### config.mk
export PLATFORM = sky130hd
export DESIGN_NAME = bb3_round_div
export DESIGN_NICKNAME = d
export VERILOG_FILES = /design/src/rtl/bb3_pkg.sv /design/src/rtl/bb3_round_div.sv
export SDC_FILE = /design/constraint.sdc
export NUM_CORES = 1
export LEC_CHECK = 0
export BUFFER_PORTS_ARGS = -buffer_cell sky130_fd_sc_hd__buf_4
export CORE_MARGIN = 4
export CORE_UTILIZATION = 49
export DETAILED_ROUTE_END_ITERATION = 16
export PLACE_DENSITY_LB_ADDON = 0.12
export SETUP_SLACK_MARGIN = 0.15
export SLEW_MARGIN = 20
export SYNTH_ARGS = -nofsm -noshare
export SYNTH_HDL_FRONTEND = slang
export SYNTH_SLANG_ARGS = --single-unit
### constraint.sdc
create_clock -name vclk -period 36.5
set_input_delay 10.95 -clock vclk [all_inputs]
set_output_delay 10.95 -clock vclk [all_outputs]
set_load 0.005 [all_outputs]
### src/rtl/bb3_pkg.sv
`timescale 1ns / 1ps

package bb3_pkg;

  localparam int CH_W       = 8;
  localparam int FW_W       = 11;
  localparam int FH_W       = 16;
  // The row counter runs two rows past the frame while the last rows drain.
  localparam int ROW_W      = FH_W + 1;
  // Nine 8-bit values plus the rounding half.
  localparam int SUM_W      = 12;
  localparam int CFG_IDX_W  = 2;
  localparam int CFG_DATA_W = 16;

  localparam logic [CFG_IDX_W-1:0] CFG_FRAME_WIDTH  = 2'd0;
  localparam logic [CFG_IDX_W-1:0] CFG_FRAME_HEIGHT = 2'd1;

  localparam logic [FW_W-1:0] FRAME_WIDTH_RST  = 11'd640;
  localparam logic [FH_W-1:0] FRAME_HEIGHT_RST = 16'd480;

  localparam logic CMD_PIXEL = 1'b0;
  localparam logic CMD_DRAIN = 1'b1;

  // Reciprocals scaled by 2^16; exact for every sum the window can produce.
  localparam int RECIP_W     = 15;
  localparam int RECIP_SHIFT = 16;
  localparam logic [RECIP_W-1:0] RECIP_3 = 15'd21846;
  localparam logic [RECIP_W-1:0] RECIP_9 = 15'd7282;

  typedef enum logic [1:0] {
    DIV_BY_1,
    DIV_BY_3,
    DIV_BY_9
  } div_sel_t;

  typedef struct packed {
    div_sel_t   sel;
    logic [1:0] shift;
  } div_ctl_t;

  typedef struct packed {
    logic [CH_W-1:0] red;
    logic [CH_W-1:0] green;
    logic [CH_W-1:0] blue;
  } rgb_t;

  typedef struct packed {
    rgb_t above;
    rgb_t two_above;
  } line_pair_t;

  typedef struct packed {
    logic top;
    logic bottom;
    logic left;
    logic right;
  } border_t;

  typedef struct packed {
    logic            command;
    logic [CH_W-1:0] in_red;
    logic [CH_W-1:0] in_green;
    logic [CH_W-1:0] in_blue;
  } in_item_t;

  typedef struct packed {
    logic [CH_W-1:0] out_red;
    logic [CH_W-1:0] out_green;
    logic [CH_W-1:0] out_blue;
    logic            last;
  } out_item_t;

endpackage

### src/rtl/bb3_round_div.sv
`timescale 1ns / 1ps

module bb3_round_div import bb3_pkg::*; (
  input  logic [SUM_W-1:0] x,
  input  div_ctl_t         ctl,
  output logic [CH_W-1:0]  q
);

  logic [SUM_W-1:0]         y;
  logic [RECIP_W-1:0]       recip;
  logic [SUM_W+RECIP_W-1:0] prod;

  // The power-of-two part of the divisor is a shift, the rest is a
  // multiplication by a scaled reciprocal.
  always_comb begin
    y     = x >> ctl.shift;
    recip = (ctl.sel == DIV_BY_9) ? RECIP_9 : RECIP_3;
    prod  = (SUM_W + RECIP_W)'(y) * (SUM_W + RECIP_W)'(recip);
    unique case (ctl.sel) inside
      DIV_BY_1:           q = y[CH_W-1:0];
      DIV_BY_3, DIV_BY_9: q = prod[RECIP_SHIFT +: CH_W];
      default:            q = y[CH_W-1:0];
    endcase
  end

endmodule

==> results of run 1 <==
-- worst max-delay path, cell delays in order --
cell and delay (ns):
buf_4 0.22, mux2_2 0.37, or2_2 0.27, o21ai_0 0.19, inv_1 0.25, fa_1 0.64
inv_1 0.08, fa_1 0.54, inv_1 0.05, fa_1 0.51, fa_1 0.56, inv_1 0.06
fa_1 0.53, inv_1 0.04, ha_1 0.39, a211oi_1 0.23, o21ai_0 0.12, a21oi_1 0.21
o22ai_2 0.18, o21a_1 0.22, o31ai_1 0.29, buf_4 0.17
-- routing by layer --
layer	track usage	wire, um	vias up
met5	0	0	-
met4	0.0142	76	0
met3	0.00782	266	4
met2	0.380	4600	53
met1	0.313	4460	1456
li1	-	-	1475
-- Yosys cell counts (all sizes together) (3+ instances only) --
cell / number
a211oi: 8
o31ai: 3
a21oi: 17
clkbuf: 6
inv: 132
mux2: 4
buf: 3
nor2: 20
o21ai: 14
nand2: 18
or2: 3
nor2b: 7
and2: 10
nand3: 4
o21a: 7
and3: 4
mux2i: 11
nor3: 3
a21o: 5
nor4: 3
fa: 62
ha: 73
xnor2: 5
-- metrics by stage --
step | cell area, um2 | worst slack, ns
after floorplan | 3820 | 9.20
after global placement | 4080 | 8.57
after detailed placement | 4080 | 8.54
after CTS | 4080 | 8.49
after global routing | 4080 | 8.09
final | 4080 | 8.48
-- cells by family (layout without fill, tap and decap cells) --
| logic type | Yosys count | in the layout |
|---|---|---|
| simple gates | 83 | 83 |
| compound gates | 70 | 70 |
| xor+xnor | 7 | 7 |
| fa+ha+maj | 135 | 135 |
| buf+inv | 141 | 157 |
| mux | 15 | 15 |
-- path summary, 6_finish.rpt --
check,from,to,slack (ns),cells past startpoint
setup / recovery,ctl[1],q[3],8.48,22
hold / removal,ctl[0],q[7],22.60,5
-- placed cells by master, fill, tap and decap left out, types with 5 or more instances in the layout --
master / instances
o21ai_0: 14
fa_1: 62
a21o_1: 5
buf_4: 25
and2_1: 10
nand2_1: 18
a211oi_1: 7
a21oi_1: 17
inv_1: 132
xnor2_1: 5
ha_1: 73
o21a_1: 7
nor2b_1: 7
nor2_1: 20
mux2i_1: 11
-- cell type report --
class	count	area, um2	area share
timing repair buffer	25	188	0.0460
inverter	132	495	0.121
tap	99	124	0.0304
multi-input combinational	310	3270	0.802
==> results.cfg, run 1 <==
[sta]
slew-limit-headroom = 0.276
hold-worst-slack_ns = 22.60
setup_viol = 0
setup_tns_ns = 0
worst_slew_pin_slew_ns = 1.07
max_freq_ghz = 0.0357
hold_viol = 0
grt_setup_unrepaired = no
slew_violations = 0
finalCriticalPeriod_ns = 28.02
min_period_over_period = 0.768

[worst_setup_path]
criticalPathCategory = in -> out
end_kind = output pin
critPathArrivalTime_ns = 17.07
crit_path_max_fanout = 16
critPathLaunchType = input port
cp.required_ns = 25.55

[logic_synthesis]
synth_xor_area_frac = 0.0161
synthTopCellsByArea = fa_1 (33%), ha_1 (24%), inv_1 (13%)
synth_area_um2 = 3820
syn-num-nets = 602
synthAdderAreaFrac = 0.564
yosys_warnings = 0
synth_top_area_cell = fa_1
yosys.area_share.simple = 0.112
synth_top_family_by_area = adder cells
syn_area_per_cell_um2 = 8.47
synth_top_area_frac = 0.325
synthMuxAreaShare = 0.0406
synthCells = 451
netlist-cell-type-count = 48
synth_compound_area_frac = 0.124
seq_area_frac_synth = 0

[final_layout]
seq_cell_count = 0
area_growth_pct = 6.85
post-route-util = 0.551
antenna_cells = 0
layoutNonFillerInstCount = 566
seq_area_um2 = 0
fin_nets = 620
nFillCells = 721
nClkBuffers = 0
drive_above_1_share = 0.0835

[global_route]
antenna_found_initial = 0
grt_pass1_vias = 3149
grt_overflow = 0
grt_pass1_wl_um = 15400
grt_start_max_net_pins = 20
grt_usage = 0.218

[drt]
wirelength_um = 9410
dr.pass1.iters = 4
drt_iter0_drc = 109
vias_per_cell = 5.28
routedWlPerCell_um = 16.6
ant_nets = 0
num_vias = 2988
route.detailed.drc = 0

[worst_hold_path]
hold_path_class = in -> out

[placed_design]
io_buffers = 24
hpwl_um = 8570
placedCellCount = 566
routabilityCongestion = 0.883

[floorplan]
initial_core_util = 0.515
die_w_um = 96.3
core_area_um2 = 7410
dieHeight_um = 96.3
dieArea_um2 = 9270
core.rowCount = 31
io_pins = 24

[clock_tree]
holdBufCountCts = 0
cts_resized = 0
post_cts.repair.setup_buffers = 0

[run]
max_cap_violations = 0

[outcome]
outcome = completed
Power of run 1 is not shown: default switching activity piles up to over one toggle a cycle in this logic, so the estimate is an artifact.
==> run 2: changes to the inputs <==
- clock period: 36.5 -> 27.7 ns (I/O delays scaled with it)
==> run 2 against run 1 <==
Final cell count stayed put. Routed wire length is 0.37% lower. First-iteration DRC count is 14% higher. Count of clock-buffer cells in the layout stayed put. Critical path depth stayed put. Hold slack worse by 5.3 ns. Flip-flop and latch count stayed put. Global-route usage is 0.12 points lower. Core utilization stayed put. Setup slack worse by 3.5 ns. Via count is 0.37% lower. Design area stayed put. Critical endpoint unchanged. Largest cell class unchanged. Highest routed layer unchanged.
==> results.cfg, run 2 (synthesized netlist as in run 1, its figures left out) <==
[final_layout]
nClkBuffers = 0
antenna_cells = 0
seq_cell_count = 0
fin_nets = 620
seq_area_um2 = 0
multi_input_area_um2 = 3270
nFillCells = 731
area_growth_pct = 6.85
layoutNonFillerInstCount = 566
final_cell_mix = inv_1 (132), ha_1 (73), fa_1 (62)
final_common_cell = inv_1
drive_above_1_share = 0.0835

[sta]
slew_violations = 0
max_freq_ghz = 0.0440
hold_viol = 0
grt_setup_unrepaired = no
finalCriticalPeriod_ns = 22.73
min_period_over_period = 0.821
slew-limit-headroom = 0.270
setup_viol = 0
setup_tns_ns = 0
worst_slew_pin_slew_ns = 1.08

[placed_design]
placedCellCount = 566
routabilityCongestion = 0.883
io_buffers = 24
hpwl_um = 8560

[floorplan]
dieHeight_um = 96.3
core_area_um2 = 7410
io_pins = 24
core.rowCount = 31
die_w_um = 96.3
dieArea_um2 = 9270
initial_core_util = 0.515

[drt]
drt_iter0_drc = 124
ant_nets = 0
vias_per_cell = 5.26
routedWlPerCell_um = 16.6
route.detailed.drc = 0
wirelength_um = 9370
num_vias = 2977
dr.pass1.iters = 4

[global_route]
met2_usage = 0.369
busiest_layer = met2
grt_pass1_vias = 3119
grt_overflow = 0
grt_start_max_net_pins = 20
gr-usage-met3 = 0.00469
grt_usage = 0.217
globalRouteMet1Util = 0.317
antenna_found_initial = 0
grt_pass1_wl_um = 15400

[worst_setup_path]
slowest_delay_ns = 0.61
cpLargestDelayFamily = adder cells
crit_path_max_fanout = 16
critPathLaunchType = input port
cp.required_ns = 19.39
path_buf_inv = 7
crit_chain = buf_4 > mux2_2 > or2_2 > o21ai_0 > inv_1 > fa_1 > inv_1 > fa_1 > inv_1 > fa_1 > fa_1 > inv_1 > fa_1 > inv_1 > ha_1 > a211oi_1 > o21ai_0 > a21oi_1 > o22ai_2 > o21a_1 > o31ai_1 > buf_4
end_kind = output pin
criticalPathCategory = in -> out
critPathArrivalTime_ns = 14.42
critPathSlowestCell = fa_1

[clock_tree]
holdBufCountCts = 0
cts_resized = 0
post_cts.repair.setup_buffers = 0

[worst_hold_path]
hold_path_class = in -> out

[outcome]
outcome = completed

[run]
max_cap_violations = 0
[run 2: layout make-up]
type,instances,area share
tap,99,0.0304
multi-input combinational,310,0.802
timing repair buffer,25,0.0460
inverter,132,0.121
[run 2: per-layer routing]
layer | wire, um | share of wire
met1 | 4490 | 0.48
met5 | 0 | 0
met2 | 4580 | 0.49
met3 | 176 | 0.019
met4 | 124 | 0.013
[run 2: worst paths after layout]
| path | from | cells past startpoint | endpoint | slack, ns |
|---|---|---|---|---|
| hold / removal | x[2] | 7 | q[2] | 17.32 |
| setup / recovery | ctl[1] | 22 | q[3] | 4.97 |
[run 2: metrics by stage]
stage / hold WS [ns] / utilization / setup WS, ns / cell area, um2
global route: 17.40 / 0.551 / 4.57 / 4080
CTS: 17.32 / 0.551 / 4.99 / 4080
detailed placement: 17.32 / 0.551 / 5.04 / 4080
floorplan: 17.04 / - / 5.68 / 3820
finish: 17.32 / 0.551 / 4.97 / 4080
global placement: 17.31 / 0.551 / 5.05 / 4080
Power of run 2 is left out for the same reason.
==> run 3: changes to the inputs <==
- ABC_AREA: not set -> 1
- clock period: 27.7 -> 18.2 ns (I/O delays scaled with it)
==> run 3 against run 2 <==
Global-route usage is 0.35 points lower. Synthesized area is 2.0% higher. Final cell count is 14% higher.
==> results.cfg, run 3 <==
[global_route]
grt_usage = 0.213
gr-usage-met3 = 0.0108
grt_start_max_net_pins = 15
busiest_layer = met2
grt_overflow = 0
grt_pass1_wl_um = 16600
met2_usage = 0.392
grt_pass1_vias = 3521
antenna_found_initial = 0
globalRouteMet1Util = 0.279

[placed_design]
hpwl_um = 8820
placedCellCount = 648
io_buffers = 24
routabilityCongestion = 0.915

[logic_synthesis]
yosys_warnings = 0
synth_area_um2 = 3900
seq_area_frac_synth = 0
synthTopCellsByArea = fa_1 (32%), ha_1 (23%), inv_1 (15%)
synthCells = 527
synth_top_family_by_area = adder cells
syn_area_per_cell_um2 = 7.39
synth_common_cells = inv_1 (159), nand2_1 (82), ha_1 (73)
synth_compound_area_frac = 0.0687
yosys.area_share.simple = 0.193
synth_top_area_frac = 0.319
synth_most_common_cell = inv_1
synthAdderAreaFrac = 0.553
syn-num-nets = 678
synth_top_area_cell = fa_1
netlist-cell-type-count = 36
synth_xor_area_frac = 0.0135
synthMuxAreaShare = 0.00771

[final_layout]
final_cell_mix = inv_1 (159), nand2_1 (82), ha_1 (73)
layoutNonFillerInstCount = 648
nClkBuffers = 0
seq_cell_count = 0
nFillCells = 764
final_common_cell = inv_1
drive_above_1_share = 0.0696
fin_nets = 699
post-route-util = 0.540
area_growth_pct = 7.19
seq_area_um2 = 0
antenna_cells = 0

[floorplan]
dieHeight_um = 97.2
io_pins = 24
core_area_um2 = 7730
core.rowCount = 32
die_w_um = 97.2
dieArea_um2 = 9440
initial_core_util = 0.504

[sta]
setup_tns_ns = 0
slew-limit-headroom = 0.631
min_period_over_period = 0.908
setup_viol = 0
slew_violations = 0
worst_slew_pin_slew_ns = 0.554
max_freq_ghz = 0.0605
hold_viol = 0
finalCriticalPeriod_ns = 16.52
grt_setup_unrepaired = no

[worst_hold_path]
holdPathStages = 5
hold_path_class = in -> out
min_from = ctl[1]
holdPathEnd = q[6]

[drt]
drt_iter0_drc = 99
num_vias = 3213
route.detailed.drc = 0
wirelength_um = 9500
vias_per_cell = 4.96
ant_nets = 0
routedWlPerCell_um = 14.7
dr.pass1.iters = 4

[worst_setup_path]
critPathArrivalTime_ns = 11.06
critPathSlowestCell = fa_1
critPathLaunchType = input port
end_kind = output pin
cpLargestDelayFamily = adder cells
cp.required_ns = 12.74
slowest_delay_ns = 0.62
critPathMostFrequentCell = inv_1
criticalPathCategory = in -> out
startpoint = ctl[0]
crit_path_max_fanout = 14
path_buf_inv = 9

[clock_tree]
cts_resized = 0
holdBufCountCts = 0
post_cts.repair.setup_buffers = 0

[run]
max_cap_violations = 0

[outcome]
outcome = completed
==> run 3: cell types whose count changed after synthesis, moves of 9 or more <==
cell / before / now
nand2_1: 18 / 82
o21ai_1: 0 / 14
and2_1: 10 / 1
inv_1: 132 / 159
nand3_1: 4 / 20
nor2_1: 20 / 38
==> run 3: metrics by stage <==
step                cell area [um2]  setup WS, ns  hold WS [ns]
finish                         4180          1.68         11.52
global route                   4180          1.34         11.59
CTS                            4180          1.70         11.53
detailed placement             4180          1.74         11.53
global placement               4180          1.80         11.53
floorplan                      3900          2.39         11.24
==> run 3: logic make-up after synthesis <==
family	after synthesis
buffers and inverters	168
and+or+nand+nor	167
adders and majority gates	135
AOI/OAI and AO/OA	48
xor gates and xnor gates	6
muxes	3
==> run 3: per-layer routing <==
metal,share of wire,wire length (um),vias to the layer above
li1,-,-,1625
met1,0.44,4230,1513
met2,0.50,4740,59
met3,0.033,317,16
met4,0.023,218,0
met5,0,0,-
==> run 3: area by class of cell <==
cell class | instances | area (um2) | share of cell area
timing repair buffer | 24 | 180 | 0.0431
multi-input combinational | 359 | 3260 | 0.780
tap | 102 | 128 | 0.0306
inverter | 163 | 612 | 0.146
==> run 3: worst max-delay path by stage <==
stage	slack (ns)	endpoint	cells after the start
6_report	1.68	q[6]	27
4_1_cts	1.70	q[6]	27
5_1_grt	1.34	q[6]	27
3_5_place_dp	1.74	q[6]	27
2_1_floorplan	2.39	q[6]	24
3_3_place_gp	1.80	q[6]	27
Power of run 3 is left out for the same reason.
